File: config.mk
export PLATFORM = sky130hd
export DESIGN_NAME = bitmap_text_quad_generator
export DESIGN_NICKNAME = d
export VERILOG_FILES = /design/src/design/btq_pkg.sv /design/src/design/btq_scan.sv /design/src/design/btq_out_reg.sv /design/src/design/bitmap_text_quad_generator.sv
export SDC_FILE = /design/constraint.sdc
export NUM_CORES = 1
export LEC_CHECK = 0
export BUFFER_PORTS_ARGS = -buffer_cell sky130_fd_sc_hd__buf_2
export CAP_MARGIN = 40
export CORE_UTILIZATION = 55
export DETAILED_ROUTE_END_ITERATION = 8
export PLACE_DENSITY_LB_ADDON = 0.12
export REMOVE_ABC_BUFFERS = 1
export SLEW_MARGIN = 20
export SYNTH_ARGS = -nofsm -noshare
export SYNTH_HDL_FRONTEND = slang
export SYNTH_HIERARCHICAL = 1
export SYNTH_SLANG_ARGS = --single-unit
File: constraint.sdc
create_clock -name clk -period 5.85 [get_ports clk]
set_clock_uncertainty 0.15 [all_clocks]
set_input_delay 0.2925 -clock clk [delete_from_list [all_inputs] [get_ports clk]]
set_output_delay 0.2925 -clock clk [all_outputs]
set_load 0.01 [all_outputs]
File: src/design/btq_pkg.sv
// ----------------------------------------------------------------------------
// btq_pkg
// Shared types, constants and the 5x7 glyph ROM of the bitmap text quad
// generator.
// ----------------------------------------------------------------------------
`default_nettype none

package btq_pkg;

	// Glyph geometry
	localparam int GLYPH_ROWS = 7;
	localparam int GLYPH_COLS = 5;
	localparam int GLYPH_BITS = GLYPH_ROWS * GLYPH_COLS;
	localparam int GLYPH_IDX_W = 6;

	// Datapath widths
	localparam int COORD_W = 16;
	localparam int SCALE_W = 6;            // font_size / 7 is at most 36
	localparam int ORIGIN_W = 14;
	localparam int FONT_W = 8;
	localparam int CFG_IDX_W = 2;
	localparam int CFG_DATA_W = 14;
	localparam int QUAD_COUNT_BITS = 20;
	localparam int QUAD_NUMBER_W = 20;

	// Divide by 7 through a reciprocal: exact for every 8-bit font size
	localparam int RECIP7_MUL = 293;
	localparam int RECIP7_SHIFT = 11;
	localparam int RECIP7_PROD_W = 17;

	// Configuration register indexes
	localparam logic [CFG_IDX_W-1:0] REG_FONT_SIZE = 2'd0;
	localparam logic [CFG_IDX_W-1:0] REG_ORIGIN_X = 2'd1;
	localparam logic [CFG_IDX_W-1:0] REG_ORIGIN_Y = 2'd2;

	// Input action codes
	localparam logic ACT_START = 1'b0;
	localparam logic ACT_CHAR = 1'b1;

	// Character codes
	localparam logic [15:0] CODE_NEWLINE = 16'h000A;
	localparam logic [15:0] CODE_DIGIT_0 = 16'h0030;
	localparam logic [15:0] CODE_DIGIT_9 = 16'h0039;
	localparam logic [15:0] CODE_UPPER_A = 16'h0041;
	localparam logic [15:0] CODE_UPPER_Z = 16'h005A;
	localparam logic [15:0] CODE_LOWER_A = 16'h0061;
	localparam logic [15:0] CODE_LOWER_Z = 16'h007A;
	localparam logic [15:0] CASE_OFFSET = 16'h0020;
	localparam logic [GLYPH_IDX_W-1:0] DIGIT_BASE = 6'd26;

	// One emitted block
	typedef struct packed {
		logic signed [COORD_W-1:0] left_px;
		logic signed [COORD_W-1:0] top_px;
		logic signed [COORD_W-1:0] right_px;
		logic signed [COORD_W-1:0] bottom_px;
		logic [QUAD_NUMBER_W-1:0] quad_number;
		logic last_of_char;
	} quad_t;

	// Scanner status toward the top level
	typedef struct packed {
		logic busy;
		logic emit;
		logic done;
	} scan_evt_t;

	// Result of the character lookup
	typedef struct packed {
		logic hit;
		logic [GLYPH_IDX_W-1:0] idx;
	} glyph_sel_t;

	// Pixel scale: max(1, font_size / 7)
	function automatic logic [SCALE_W-1:0] scale_of(input logic [FONT_W-1:0] fs);
		logic [RECIP7_PROD_W-1:0] prod;
		logic [SCALE_W-1:0] q;
		prod = RECIP7_PROD_W'(fs) * RECIP7_PROD_W'(RECIP7_MUL);
		q = prod[RECIP7_SHIFT +: SCALE_W];
		return (q == '0) ? SCALE_W'(1) : q;
	endfunction

	// Code to glyph index; lower case folds to upper case
	function automatic glyph_sel_t glyph_lookup(input logic [15:0] code);
		glyph_sel_t sel;
		logic [15:0] c;
		sel = '0;
		c = code;
		if (c >= CODE_LOWER_A && c <= CODE_LOWER_Z) begin
			c = c - CASE_OFFSET;
		end
		if (c >= CODE_UPPER_A && c <= CODE_UPPER_Z) begin
			sel.hit = 1'b1;
			sel.idx = GLYPH_IDX_W'(c - CODE_UPPER_A);
		end else if (c >= CODE_DIGIT_0 && c <= CODE_DIGIT_9) begin
			sel.hit = 1'b1;
			sel.idx = GLYPH_IDX_W'(c - CODE_DIGIT_0) + DIGIT_BASE;
		end
		return sel;
	endfunction

	// Glyph bitmap, top row in the MSBs, leftmost column first in each row
	function automatic logic [GLYPH_BITS-1:0] glyph_bits(input logic [GLYPH_IDX_W-1:0] idx);
		logic [GLYPH_BITS-1:0] g;
		case (idx)
			6'd0:  g = {5'h0E,5'h11,5'h11,5'h1F,5'h11,5'h11,5'h11};
			6'd1:  g = {5'h1E,5'h11,5'h11,5'h1E,5'h11,5'h11,5'h1E};
			6'd2:  g = {5'h0F,5'h10,5'h10,5'h10,5'h10,5'h10,5'h0F};
			6'd3:  g = {5'h1E,5'h11,5'h11,5'h11,5'h11,5'h11,5'h1E};
			6'd4:  g = {5'h1F,5'h10,5'h10,5'h1E,5'h10,5'h10,5'h1F};
			6'd5:  g = {5'h1F,5'h10,5'h10,5'h1E,5'h10,5'h10,5'h10};
			6'd6:  g = {5'h0F,5'h10,5'h10,5'h17,5'h11,5'h11,5'h0F};
			6'd7:  g = {5'h11,5'h11,5'h11,5'h1F,5'h11,5'h11,5'h11};
			6'd8:  g = {5'h1F,5'h04,5'h04,5'h04,5'h04,5'h04,5'h1F};
			6'd9:  g = {5'h07,5'h02,5'h02,5'h02,5'h12,5'h12,5'h0C};
			6'd10: g = {5'h11,5'h12,5'h14,5'h18,5'h14,5'h12,5'h11};
			6'd11: g = {5'h10,5'h10,5'h10,5'h10,5'h10,5'h10,5'h1F};
			6'd12: g = {5'h11,5'h1B,5'h15,5'h15,5'h11,5'h11,5'h11};
			6'd13: g = {5'h11,5'h19,5'h15,5'h13,5'h11,5'h11,5'h11};
			6'd14: g = {5'h0E,5'h11,5'h11,5'h11,5'h11,5'h11,5'h0E};
			6'd15: g = {5'h1E,5'h11,5'h11,5'h1E,5'h10,5'h10,5'h10};
			6'd16: g = {5'h0E,5'h11,5'h11,5'h11,5'h15,5'h12,5'h0D};
			6'd17: g = {5'h1E,5'h11,5'h11,5'h1E,5'h14,5'h12,5'h11};
			6'd18: g = {5'h0F,5'h10,5'h10,5'h0E,5'h01,5'h01,5'h1E};
			6'd19: g = {5'h1F,5'h04,5'h04,5'h04,5'h04,5'h04,5'h04};
			6'd20: g = {5'h11,5'h11,5'h11,5'h11,5'h11,5'h11,5'h0E};
			6'd21: g = {5'h11,5'h11,5'h11,5'h11,5'h11,5'h0A,5'h04};
			6'd22: g = {5'h11,5'h11,5'h11,5'h15,5'h15,5'h15,5'h0A};
			6'd23: g = {5'h11,5'h11,5'h0A,5'h04,5'h0A,5'h11,5'h11};
			6'd24: g = {5'h11,5'h11,5'h0A,5'h04,5'h04,5'h04,5'h04};
			6'd25: g = {5'h1F,5'h01,5'h02,5'h04,5'h08,5'h10,5'h1F};
			6'd26: g = {5'h0E,5'h11,5'h13,5'h15,5'h19,5'h11,5'h0E};
			6'd27: g = {5'h04,5'h0C,5'h04,5'h04,5'h04,5'h04,5'h0E};
			6'd28: g = {5'h0E,5'h11,5'h01,5'h02,5'h04,5'h08,5'h1F};
			6'd29: g = {5'h1E,5'h01,5'h01,5'h0E,5'h01,5'h01,5'h1E};
			6'd30: g = {5'h02,5'h06,5'h0A,5'h12,5'h1F,5'h02,5'h02};
			6'd31: g = {5'h1F,5'h10,5'h10,5'h1E,5'h01,5'h01,5'h1E};
			6'd32: g = {5'h0E,5'h10,5'h10,5'h1E,5'h11,5'h11,5'h0E};
			6'd33: g = {5'h1F,5'h01,5'h02,5'h04,5'h08,5'h08,5'h08};
			6'd34: g = {5'h0E,5'h11,5'h11,5'h0E,5'h11,5'h11,5'h0E};
			6'd35: g = {5'h0E,5'h11,5'h11,5'h0F,5'h01,5'h01,5'h0E};
			default: g = '0;
		endcase
		return g;
	endfunction

endpackage

`default_nettype wire

File: src/design/btq_scan.sv
// ----------------------------------------------------------------------------
// btq_scan, a bit-serial glyph scanner, shifts the 35 glyph bits out
// one per cycle up to the last lit bit, a lit bit waiting for a free output
// slot, and tracks the pixel position of the current bit incrementally.
// ----------------------------------------------------------------------------
`default_nettype none

module btq_scan
	import btq_pkg::*;
(
	input  wire logic                       clk,
	input  wire logic                       arst_n,
	input  wire logic                       load,
	input  wire logic [GLYPH_BITS-1:0]      glyph,
	input  wire logic [COORD_W-1:0]         cursor_x,
	input  wire logic [COORD_W-1:0]         cursor_y,
	input  wire logic [SCALE_W-1:0]         scale,
	input  wire logic [QUAD_COUNT_BITS-1:0] count,
	input  wire logic                       slot_free,
	output scan_evt_t                       evt,
	output quad_t                           quad
);

	logic [GLYPH_BITS-1:0] bits_q;
	logic [2:0]            col_q;
	logic [COORD_W-1:0]    px_q;
	logic [COORD_W-1:0]    py_q;
	logic                  busy_q;

	logic                  cur_bit;
	logic                  rest_zero;
	logic                  step;
	logic [COORD_W-1:0]    scale_ext;

	assign cur_bit   = bits_q[GLYPH_BITS-1];
	assign rest_zero = (bits_q[GLYPH_BITS-2:0] == '0);
	assign scale_ext = COORD_W'(scale);

	// A dark bit always advances; a lit bit waits for a free output slot
	assign step = busy_q && (!cur_bit || slot_free);

	assign evt.busy = busy_q;
	assign evt.emit = step && cur_bit;
	assign evt.done = step && rest_zero;

	// Block built from the current position
	assign quad.left_px      = px_q;
	assign quad.top_px       = py_q;
	assign quad.right_px     = px_q + scale_ext;
	assign quad.bottom_px    = py_q + scale_ext;
	assign quad.quad_number  = QUAD_NUMBER_W'(count);
	assign quad.last_of_char = rest_zero;

	// Control: busy from load until the last lit bit is consumed
	always_ff @(posedge clk or negedge arst_n) begin
		if (!arst_n) begin
			busy_q <= 1'b0;
		end else if (load) begin
			busy_q <= 1'b1;
		end else if (step && rest_zero) begin
			busy_q <= 1'b0;
		end
	end

	// Shift register and position tracking
	always_ff @(posedge clk) begin
		if (load) begin
			bits_q <= glyph;
			col_q  <= '0;
			px_q   <= cursor_x;
			py_q   <= cursor_y;
		end else if (step) begin
			bits_q <= {bits_q[GLYPH_BITS-2:0], 1'b0};
			if (col_q == 3'(GLYPH_COLS - 1)) begin
				col_q <= '0;
				px_q  <= cursor_x;
				py_q  <= py_q + scale_ext;
			end else begin
				col_q <= col_q + 3'd1;
				px_q  <= px_q + scale_ext;
			end
		end
	end

endmodule

`default_nettype wire

File: src/design/btq_out_reg.sv
// ----------------------------------------------------------------------------
// btq_out_reg
// Output register for one block; takes a new block in the cycle the old
// one transfers.
// ----------------------------------------------------------------------------
`default_nettype none

module btq_out_reg
	import btq_pkg::*;
(
	input  wire logic  clk,
	input  wire logic  arst_n,
	input  wire logic  load,
	input  wire quad_t quad_in,
	output logic       slot_free,
	output logic       valid,
	input  wire logic  ready,
	output quad_t      quad_out
);

	logic  valid_q;
	quad_t data_q;

	assign slot_free = !valid_q || ready;
	assign valid     = valid_q;
	assign quad_out  = data_q;

	always_ff @(posedge clk or negedge arst_n) begin
		if (!arst_n) begin
			valid_q <= 1'b0;
		end else if (load) begin
			valid_q <= 1'b1;
		end else if (ready) begin
			valid_q <= 1'b0;
		end
	end

	always_ff @(posedge clk) begin
		if (load) begin
			data_q <= quad_in;
		end
	end

endmodule

`default_nettype wire

File: src/design/bitmap_text_quad_generator.sv
// ----------------------------------------------------------------------------
// bitmap_text_quad_generator
// Character stream to filled pixel blocks through a 5x7 glyph ROM.
// ----------------------------------------------------------------------------
// Usage:
//   Input channel (in_valid/in_ready): action 0 restarts the text at the
//   origin and clears the block count; action 1 carries char_code.
//   Output channel (out_valid/out_ready): one block per lit glyph bit, with
//   its edges, running quad_number and last_of_char on the final block.
//   Config channel (cfg_valid/cfg_ready, always ready): index 0 font_size,
//   1 origin_x, 2 origin_y; index 3 is ignored. Write only while idle.
// Scan:
//   Start, newline, space and unknown codes load nothing into the scanner.
//   A glyph is scanned one bit per cycle by a shift register, ending at its
//   last lit bit; a lit bit waits while the output register holds an untaken
//   block. The transfer loads the shift register; the first lit bit then moves
//   into the output register once the leading dark bits are shifted out.
// Reset: cursor at the origin (0,0), count zero, scale 2 (font_size 14).
// Stall: a lit bit waits while the output register holds an untaken block;
//   dark bits keep shifting. in_ready stays low until the scan completes.
// ----------------------------------------------------------------------------
`default_nettype none

module bitmap_text_quad_generator
	import btq_pkg::*;
(
	input  wire logic                         clk,
	input  wire logic                         arst_n,
	// input channel
	input  wire logic                         in_valid,
	output logic                              in_ready,
	input  wire logic                         action,
	input  wire logic [15:0]                  char_code,
	// output channel
	output logic                              out_valid,
	input  wire logic                         out_ready,
	output logic signed [COORD_W-1:0]         left_px,
	output logic signed [COORD_W-1:0]         top_px,
	output logic signed [COORD_W-1:0]         right_px,
	output logic signed [COORD_W-1:0]         bottom_px,
	output logic [QUAD_NUMBER_W-1:0]          quad_number,
	output logic                              last_of_char,
	// configuration channel
	input  wire logic                         cfg_valid,
	output logic                              cfg_ready,
	input  wire logic [CFG_IDX_W-1:0]         cfg_index,
	input  wire logic [CFG_DATA_W-1:0]        cfg_data
);

	logic [SCALE_W-1:0]         scale_q;
	logic [ORIGIN_W-1:0]        origin_x_q;
	logic [ORIGIN_W-1:0]        origin_y_q;
	logic [COORD_W-1:0]         cursor_x_q;
	logic [COORD_W-1:0]         cursor_y_q;
	logic [QUAD_COUNT_BITS-1:0] count_q;

	logic                       in_xfer;
	logic                       scan_load;
	glyph_sel_t                 sel;
	scan_evt_t                  evt;
	quad_t                      scan_quad;
	quad_t                      out_quad;
	logic                       slot_free;
	logic [COORD_W-1:0]         origin_x_ext;
	logic [COORD_W-1:0]         origin_y_ext;
	logic [COORD_W-1:0]         advance;
	logic [COORD_W-1:0]         line_step;

	assign cfg_ready = 1'b1;
	assign in_ready  = !evt.busy;
	assign in_xfer   = in_valid && in_ready;
	assign sel       = glyph_lookup(char_code);
	assign scan_load = in_xfer && (action == ACT_CHAR) && (char_code != CODE_NEWLINE) && sel.hit;

	assign origin_x_ext = {{(COORD_W-ORIGIN_W){origin_x_q[ORIGIN_W-1]}}, origin_x_q};
	assign origin_y_ext = {{(COORD_W-ORIGIN_W){origin_y_q[ORIGIN_W-1]}}, origin_y_q};

	// 6 and 8 scales by shift and add
	assign advance   = COORD_W'({scale_q, 2'b00}) + COORD_W'({scale_q, 1'b0});
	assign line_step = COORD_W'({scale_q, 3'b000});

	// Configuration registers
	always_ff @(posedge clk or negedge arst_n) begin
		if (!arst_n) begin
			scale_q    <= scale_of(8'd14);
			origin_x_q <= '0;
			origin_y_q <= '0;
		end else if (cfg_valid && cfg_ready) begin
			case (cfg_index)
				REG_FONT_SIZE: scale_q    <= scale_of(cfg_data[FONT_W-1:0]);
				REG_ORIGIN_X:  origin_x_q <= cfg_data[ORIGIN_W-1:0];
				REG_ORIGIN_Y:  origin_y_q <= cfg_data[ORIGIN_W-1:0];
				default: ;
			endcase
		end
	end

	// Cursor and block count
	always_ff @(posedge clk or negedge arst_n) begin
		if (!arst_n) begin
			cursor_x_q <= '0;
			cursor_y_q <= '0;
			count_q    <= '0;
		end else if (in_xfer) begin
			if (action == ACT_START) begin
				cursor_x_q <= origin_x_ext;
				cursor_y_q <= origin_y_ext;
				count_q    <= '0;
			end else if (char_code == CODE_NEWLINE) begin
				cursor_x_q <= origin_x_ext;
				cursor_y_q <= cursor_y_q + line_step;
			end else if (!sel.hit) begin
				cursor_x_q <= cursor_x_q + advance;
			end
		end else begin
			if (evt.emit) begin
				count_q <= count_q + QUAD_COUNT_BITS'(1);
			end
			if (evt.done) begin
				cursor_x_q <= cursor_x_q + advance;
			end
		end
	end

	btq_scan u_scan (
		.clk       (clk),
		.arst_n    (arst_n),
		.load      (scan_load),
		.glyph     (glyph_bits(sel.idx)),
		.cursor_x  (cursor_x_q),
		.cursor_y  (cursor_y_q),
		.scale     (scale_q),
		.count     (count_q),
		.slot_free (slot_free),
		.evt       (evt),
		.quad      (scan_quad)
	);

	btq_out_reg u_out (
		.clk       (clk),
		.arst_n    (arst_n),
		.load      (evt.emit),
		.quad_in   (scan_quad),
		.slot_free (slot_free),
		.valid     (out_valid),
		.ready     (out_ready),
		.quad_out  (out_quad)
	);

	assign left_px      = out_quad.left_px;
	assign top_px       = out_quad.top_px;
	assign right_px     = out_quad.right_px;
	assign bottom_px    = out_quad.bottom_px;
	assign quad_number  = out_quad.quad_number;
	assign last_of_char = out_quad.last_of_char;

	// A block is only produced into a free output slot
	a_emit_slot: assert property (@(posedge clk) disable iff (!arst_n)
		evt.emit |-> (!out_valid || out_ready))
		else $error("block emitted into an occupied output register");

	// An emitted block shows up at the output with the count it was given
	a_emit_number: assert property (@(posedge clk) disable iff (!arst_n)
		evt.emit |=> (out_valid && quad_number == QUAD_NUMBER_W'($past(count_q))))
		else $error("emitted block missing or misnumbered");

	// A glyph load starts the scan and blocks the input
	a_load_busy: assert property (@(posedge clk) disable iff (!arst_n)
		scan_load |=> (evt.busy && !in_ready))
		else $error("scan did not start after glyph transfer");

	// Completion frees the input channel
	a_done_ready: assert property (@(posedge clk) disable iff (!arst_n)
		evt.done |=> in_ready)
		else $error("input not ready after scan completion");

endmodule

`default_nettype wire

==> results of run 1 <==
area by class of cell:
| cell class | instances | area (sq um) | area share [%] |
|---|---|---|---|
| flip-flops and latches | 243 | 6828 | 42.54 |
| multi-input cells | 883 | 6579 | 40.99 |
| repair buffers | 164 | 1013 | 6.314 |
| clock buffers | 38 | 832.0 | 5.184 |
| well taps | 330 | 412.9 | 2.572 |
| inverters | 60 | 225.2 | 1.403 |
| clock inverters | 12 | 160.2 | 0.9978 |
cell usage in the layout, fill, tap and decap left out, types with 10 or more instances in the layout:
master           n
edfxtp_1       152
buf_2          126
nand2_1        107
dfrtp_1         87
mux2_2          86
ha_1            84
nor2_1          74
o21ai_0         67
a21oi_1         66
inv_1           58
nand3_1         34
xnor2_1         34
clkbuf_16       31
nor3_1          23
xor2_1          19
mux2i_1         18
o211ai_1        18
a31oi_1         16
o22ai_1         15
dlygate4sd3_1   15
buf_4           15
nand4_1         14
fa_1            14
nor4_1          12
and3_1          11
a21o_1          10
and2_1          10
o31ai_1         10
metrics by stage:
step                instances  utilization (%)  hold WS (ns)  worst slack, ns  area [sq um]
floorplan                1186                -       -0.1531          -0.8674         13610
global placement         1654            58.84       0.05109            1.061         14770
detailed placement       1659            59.07       0.05188           0.9708         14830
CTS                      1724            63.62       0.01462            1.452         15980
global route             1730            63.92       0.02977            1.437         16050
finish                   1730            63.92       0.01962            1.684         16050
Yosys cell counts, types with 4 or more instances:
cell type	n	share of area [%]
o21ai_0	67	2.4
a221oi_1	5	0.31
nor2_1	77	2.1
xnor2_1	34	2.1
and3_1	11	0.49
a31oi_1	16	0.71
o211ai_1	18	0.96
and4_1	4	0.25
o21bai_1	4	0.21
a22o_1	5	0.31
buf_2	14	0.50
ha_1	84	7.5
a21oi_1	66	2.4
a21boi_0	7	0.37
fa_1	14	2.0
mux2_2	86	6.9
mux2i_1	18	1.3
inv_1	58	1.6
a211oi_1	8	0.43
edfxtp_1	152	33
xor2_1	19	1.2
o31ai_1	10	0.54
buf_4	25	1.3
nand3_1	34	1.2
o32ai_1	4	0.25
a211o_1	5	0.31
nor2b_1	7	0.31
clkbuf_1	36	0.96
nand2_1	107	2.9
and2_1	10	0.45
nor4_1	12	0.54
nand4_1	14	0.62
or3_1	7	0.31
nand2b_1	9	0.40
nor3_1	23	0.82
o21a_1	6	0.32
o2111ai_1	4	0.25
o22ai_1	15	0.67
dfrtp_1	87	16
a2bb2oi_1	4	0.25
a21o_1	10	0.54
layer usage:
metal | global-route usage [%] | vias up
li1 | - | 4903
met1 | 36.50 | 4972
met2 | 43.01 | 302
met3 | 3.090 | 69
met4 | 9.262 | 0
met5 | 0 | -
cell families (layout without fill, tap and decap cells):
group / count (synthesis) / after routing / share of synthesized area (%)
adder cells (fa/ha/maj): 98 / 98 / 9.488
XOR/XNOR: 54 / 54 / 3.424
buffers and inverters: 139 / 274 / 4.628
AO/OA/AOI/OAI: 292 / 292 / 14.03
other: 1 / 1 / 0.02673
multiplexers: 104 / 104 / 8.186
AND/OR/NAND/NOR: 334 / 334 / 11.56
flip-flops: 243 / 243 / 48.66
critical path: cells and delay by family:
family | cells | cell delay, ns
multiplexers | 1 | 0.19
AND/OR/NAND/NOR | 1 | 0.51
buffers and inverters | 3 | 0.66
AO/OA/AOI/OAI | 7 | 2.08
adder cells (fa/ha/maj) | 2 | 0.70
power by group through the flow:
stage | Sequential, mW | Combinational, mW | Clock, mW
after global placement | 3.04 | 1.95 | 0
after detailed placement | 3.05 | 2.00 | 0
after CTS | 3.02 | 2.03 | 1.86
after floorplan | 3.13 | 1.21 | 0
after global routing | 3.07 | 2.27 | 1.93
final | 3.01 | 2.06 | 1.83
state kept, by name (all words and copies together), names as in the netlist:
register        count
u_scan/py_q        16
u_out/valid         1
u_scan/bits_q      35
count_q            20
u_scan/col_q        3
cursor_y_q         16
cursor_x_q         16
scale_q             6
u_scan/px_q        16
origin_y_q         14
u_scan/busy_q       1
origin_x_q         14
u_out/quad_out     85
how the worst max path moves through the flow:
stage,depth (start not counted),end,from,slack [ns]
after CTS,14,u_scan/bits_q[13],char_code[1],1.45
after global placement,14,u_scan/bits_q[15],char_code[1],1.06
final,14,u_scan/bits_q[13],char_code[1],1.68
after floorplan,9,u_scan/py_q[0],char_code[1],-0.87
after global routing,14,u_scan/bits_q[13],char_code[1],1.44
after detailed placement,14,u_scan/bits_q[13],char_code[1],0.97
timing repair:
item | in CTS | in global routing
resized for setup | 0 | 0
endpoints found under the hold margin | 75 | 0
hold buffers | 15 | 0
==> impl_results.md, run 1 <==
- CTS tree: done
- FP Rows: 58
- Top FF cell, synth: edfxtp_1
- Slowest stage cell, crit path: or4b_4
- FMAX: 240.0 MHz
- Cell Chain, Critical Path: buf_2 -> inv_1 -> ha_1 -> or4b_4 -> o21a_1 -> a31oi_2 -> o2111ai_1 -> inv_1 -> ha_1 -> o21ai_0 -> a21boi_0 -> a2bb2oi_1 -> o21ai_0 -> mux2_2
- Total GRT Usage: 26.33%
- Share of layout cells above drive strength 1: 22.36%
- Synthesized instance count: 1265
- Synthesis Warnings: 6
- Vias: 10250
- RD Place Congestion: 0.9599
- Htree depth: 1
- RSZ-0062 raised after global routing: false
- Unique cell type count in the Yosys netlist: 89
- Yosys reg bits: 243
- CP Data Required Time: 6.11 ns
- Ys async rst share: 36.21%
- Crit path max fanout: 10
- First-pass GRT wire length: 53720 microns
- Clk pwr share: 26.5%
- Fin crit share: 71.21%
- Post-synth EDFFs: 152
- WP data arrival: 4.42 ns
- Final hold violation count: 0
- Core Region: 25110 sq um
- Grt ovf: 0
- Critical path's largest stage delay: 0.51 ns
- Clock Root Buffer: clkbuf_16
- Sw Share: 32.01%
- Hold crit path type: primary input to flop
- Vias in the first global route: 9934
- Initial Util: 55.88%
- R2r setup slk: 2.26 ns
- Least-Margin Pin Slew: 0.8583 ns
- I/O pin count: 126
- Diode count: 0
- Comb pwr share: 29.8%
- Min Clock Period, post-route: 4.166 ns
- Setup crit end kind: flop
- Pint: 4.689 mW
- Routed Wire Length: 33940 microns
- Wl on met1: 15490 microns
- Sequential area share after synthesis: 48.66%
- Routed met2 length: 15770 microns
- Setup Fix Bufs, Post-CTS: 0
- Max layer used: met4
- Vias per cell: 5.923
- # setup viols final: 0
- CTS Buf Count: 27
- Buffers added on ports: 124
- Status: completed
- Routed len/inst: 19.62 microns
- Peak VDD IR: 284.0 uV
- Clock-pin slew on the worst setup and hold paths: 0.06 ns
- Setup CP Type: primary input to flop
- Routed wl met3: 1565 microns
- HPWL after DPL: 24010 microns
- Hold path depth: 3
- DRC Markers: 0
- Sequential share of power: 43.6%
- Total Die Area: 26150 sq um
- Layout area overhead: 14.39%
- R2R Path End: cursor_x_q[13]
- Leakage power: 6.612 nW
- Average size of a mapped cell: 11.09 sq um
- Max-cap violations: 0
- Post-route setup TNS: 0 ns
- Worst setup SP type: primary input
- Worst Hold End: origin_y_q[1]
- Reg2Reg Depth: 11
- Final net count: 1515
- Initial DRC Count: 706
- Max Slew Vio Count: 0
- Pwr dens: 429.6 nW/um^2
- Clock Tree Buf Depth: 3
- Critical R2R Launch: scale_q[1]
- Net Switching: 2.207 mW
- # clock sinks: 243
- Routed Antenna Nets: 0
- Hold path start: cfg_data[1]
- Worst skew pair latency: 0.55 ns
- Slew HR: 42.65%
- First drt pass iteration count: 5
- Pwr Total: 6.896 mW
- Filler cells: 2007
- Die height: 161.7 microns
- Largest net degree at the start of global routing: 67
- Initial antenna violation count: 0
- Synthesized cell area: 14030 sq um
- Die width: 161.7 microns
Note: power is estimated with default switching activity, not from simulation.
==> run 2, diff against run 1 <==
==> constraint.sdc (replaced) <==
create_clock -name clk -period 3.4 [get_ports clk]
set_clock_uncertainty 0.15 [all_clocks]
set_input_delay 0.17 -clock clk [delete_from_list [all_inputs] [get_ports clk]]
set_output_delay 0.17 -clock clk [all_outputs]
set_load 0.01 [all_outputs]
==> impl_results.md, run 2 (same netlist as run 1, synthesis figures left out) <==
- Clk pwr share: 25.4% (was 26.5%)
- DRC Markers: 0 (unchanged)
- Slew HR: 50.33% (was 42.65%)
- Cell Chain, Critical Path: dlygate4sd3_1 -> buf_2 -> fa_1 -> inv_1 -> fa_1 -> inv_1 -> ha_1 -> ha_1 -> a21o_1 -> a31oi_1 -> buf_4 -> o211ai_1 -> a31oi_1 -> xor2_1 -> o21ai_1 (was buf_2 -> inv_1 -> ha_1 -> or4b_4 -> o21a_1 -> a31oi_2 -> o2111ai_1 -> inv_1 -> ha_1 -> o21ai_0 -> a21boi_0 -> a2bb2oi_1 -> o21ai_0 -> mux2_2)
- Post-route setup TNS: 0 ns (unchanged)
- Worst Hold End: u_scan/col_q[1] (was origin_y_q[1])
- Pint: 8.063 mW (was 4.689 mW)
- Vias: 10970 (was 10250)
- Status: completed (unchanged)
- Routed len/inst: 20.04 microns (was 19.62 microns)
- Clock Tree Buf Depth: 3 (unchanged)
- Initial Util: 55.88% (unchanged)
- Least-Margin Pin Slew: 0.7451 ns (was 0.8583 ns)
- Fin crit share: 95.54%
- I/O pin count: 126 (unchanged)
- Grt ovf: 0 (unchanged)
- # clock sinks: 243 (unchanged)
- Clock-pin slew on the worst setup and hold paths: 0.06 ns (about the same)
- Post-DP Area: 15900 sq um (was 14830 sq um)
- Hold path start: char_code[6] (was cfg_data[1])
- Htree depth: 1 (unchanged)
- Clock Root Buffer: clkbuf_16 (unchanged)
- Slowest stage cell, crit path: dlygate4sd3_1 (was or4b_4)
- Reg2Reg Depth: 12 (was 11)
- Worst skew pair latency: 0.54 ns (was 0.55 ns)
- Max FFs per register: 85 (unchanged)
- Final Cell Area: 17170 sq um (was 16050 sq um)
- Initial DRC Count: 795 (was 706)
- Die height: 161.7 microns (unchanged)
- Max-cap violations: 0 (unchanged)
- WP data arrival: 3.51 ns (was 4.42 ns)
- Setup CP Type: primary input to flop (unchanged)
- Vias in the first global route: 10780 (was 9934)
- Pwr Total: 11.88 mW (was 6.896 mW)
- Pwr dens: 691.7 nW/um^2 (was 429.6 nW/um^2)
- Crit path max fanout: 4 (was 10)
- Pre-CTS setup slack: -0.3411 ns (was 0.9708 ns)
- Worst path top cell family by delay: adder cells (was compound AO/OA/AOI/OAI gates)
- Critical path's largest stage delay: 0.53 ns (was 0.51 ns)
- Final hold violation count: 0 (unchanged)
- Leakage power: 7.269 nW (was 6.612 nW)
- Sequential share of power: 43.3% (was 43.6%)
- Largest net degree at the start of global routing: 62 (was 67)
- Buf/Inv on CP: 5 (was 3)
- Total Die Area: 26150 sq um (unchanged)
- Commonest non-fill, non-tap cells in the layout: edfxtp_1, buf_4, buf_2, nand2_1, dfrtp_1 (was edfxtp_1, buf_2, nand2_1, dfrtp_1, mux2_2)
- Core Region: 25110 sq um (unchanged)
- Setup crit end kind: flop (unchanged)
- First-pass GRT wire length: 58880 microns (was 53720 microns)
- CP Data Required Time: 3.66 ns (was 6.11 ns)
- Setup ws final: 0.1515 ns (was 1.684 ns)
- Min Clock Period, post-route: 3.248 ns
- Final net count: 1651 (was 1515)
- Max Slew Vio Count: 0 (unchanged)
- FMAX: 307.8 MHz
- Layout area overhead: 22.40% (was 14.39%)
- # setup viols final: 0 (unchanged)
- FP Rows: 58 (unchanged)
- Hold crit path type: primary input to flop (unchanged)
- Initial antenna violation count: 0 (unchanged)
- RD Place Congestion: 0.9364 (was 0.9599)
- HPWL after DPL: 27530 microns (was 24010 microns)
- Diode count: 0 (unchanged)
- Share of layout cells above drive strength 1: 29.25% (was 22.36%)
- Routed Wire Length: 37370 microns (was 33940 microns)
- Multi-input logic area: 6625 sq um (was 6579 sq um)
- Sw Share: 32.13% (was 32.01%)
- Register area: 6828 sq um (unchanged)
- Routed Antenna Nets: 0 (unchanged)
- Buffers added on ports: 124 (unchanged)
- CTS tree: done (unchanged)
- Worst setup SP type: primary input (unchanged)
- Net Switching: 3.816 mW (was 2.207 mW)
- Comb pwr share: 31.3% (was 29.8%)
- R2R Path End: cursor_x_q[14] (was cursor_x_q[13])
- Vias per cell: 5.883 (was 5.923)
- Filler cells: 1903 (was 2007)
- Die width: 161.7 microns (unchanged)
- Critical R2R Launch: scale_q[0] (was scale_q[1])
- Commonest non-fill, non-tap cell in the layout: edfxtp_1 (unchanged)
- R2r setup slk: 0.24 ns (was 2.26 ns)
- Hold path depth: 6 (was 3)
- Peak VDD IR: 671.9 uV (was 284.0 uV)
- Total GRT Usage: 28.88% (was 26.33%)
- First drt pass iteration count: 5 (unchanged)
- CTS Buf Count: 26 (was 27)
run 2: changes by cell type in the layout (fill, tap and decap cells not counted), sizes merged:
cell / change
inv: -1
clkinv: -1
dlygate4sd3: +9
buf: +129
clkbuf: -1
run 2: worst register-to-register path: stages, from the launching register on:
cell and delay (ns):
dfrtp_1 0.42, fa_1 0.55, ha_1 0.16, inv_1 0.06, fa_1 0.39, nor2b_2 0.14
o21ai_1 0.09, a21oi_2 0.22, o21a_1 0.19, o21ai_1 0.11, a211o_1 0.35, o22ai_1 0.15
a221oi_2 0.08
run 2: final cells by class:
type | count | share of cell area [%]
Tap cell | 330 | 2.404
Timing Repair Buffer | 301 | 12.48
Clock buffer | 38 | 4.641
Clock inverter | 10 | 0.8305
Sequential cell | 243 | 39.76
Inverter | 60 | 1.311
Multi-Input combinational cell | 883 | 38.58
run 2: through the flow:
step | hold slack, ns | cells | util (%)
2_1_floorplan | -0.2756 | 1186 | -
3_5_place_dp | -0.08720 | 1789 | 63.34
3_3_place_gp | 0.1976 | 1787 | 63.21
5_1_grt | 0.2300 | 1865 | 68.40
4_1_cts | 0.06477 | 1860 | 68.01
6_report | 0.1484 | 1865 | 68.40
run 2: power by group through the flow:
stage	clock network (mW)	registers [mW]	logic, mW
final	3.02	5.14	3.72
after global routing	3.17	5.26	4.10
after CTS	3.07	5.15	3.69
after detailed placement	0	5.19	3.62
after global placement	0	5.17	3.51
after floorplan	0	5.37	2.07
run 2: worst max-delay path by stage:
stage,from,end,slack [ns],cells after the start
2_1_floorplan,char_code[1],u_scan/py_q[0],-3.19,9
3_3_place_gp,char_code[0],u_scan/bits_q[1],-0.35,14
3_5_place_dp,char_code[0],u_scan/bits_q[23],-0.34,15
4_1_cts,cfg_data[6],scale_q[4],0.04,15
5_1_grt,cfg_data[3],scale_q[5],-0.01,17
6_report,cfg_data[3],scale_q[4],0.15,15
run 2: metal layers:
layer | routed length (microns) | part of all wire [%] | GRT usage, %
met5 | 0 | 0 | 0
met4 | 1197 | 3.2 | 9.477
met3 | 2137 | 5.7 | 3.166
met2 | 17860 | 48 | 47.75
met1 | 16170 | 43 | 39.94
run 2: what timing repair did:
| item | CTS | global route |
|---|---|---|
| hold buffers | 23 | 1 |
| endpoints found under the hold margin | 130 | 2 |
| gates cloned | 0 | 0 |
| resized for setup | 1 | 15 |
| pin swaps | 0 | 7 |
| buffers inserted | 0 | 2 |
| setup endpoints to repair | 1 | 11 |
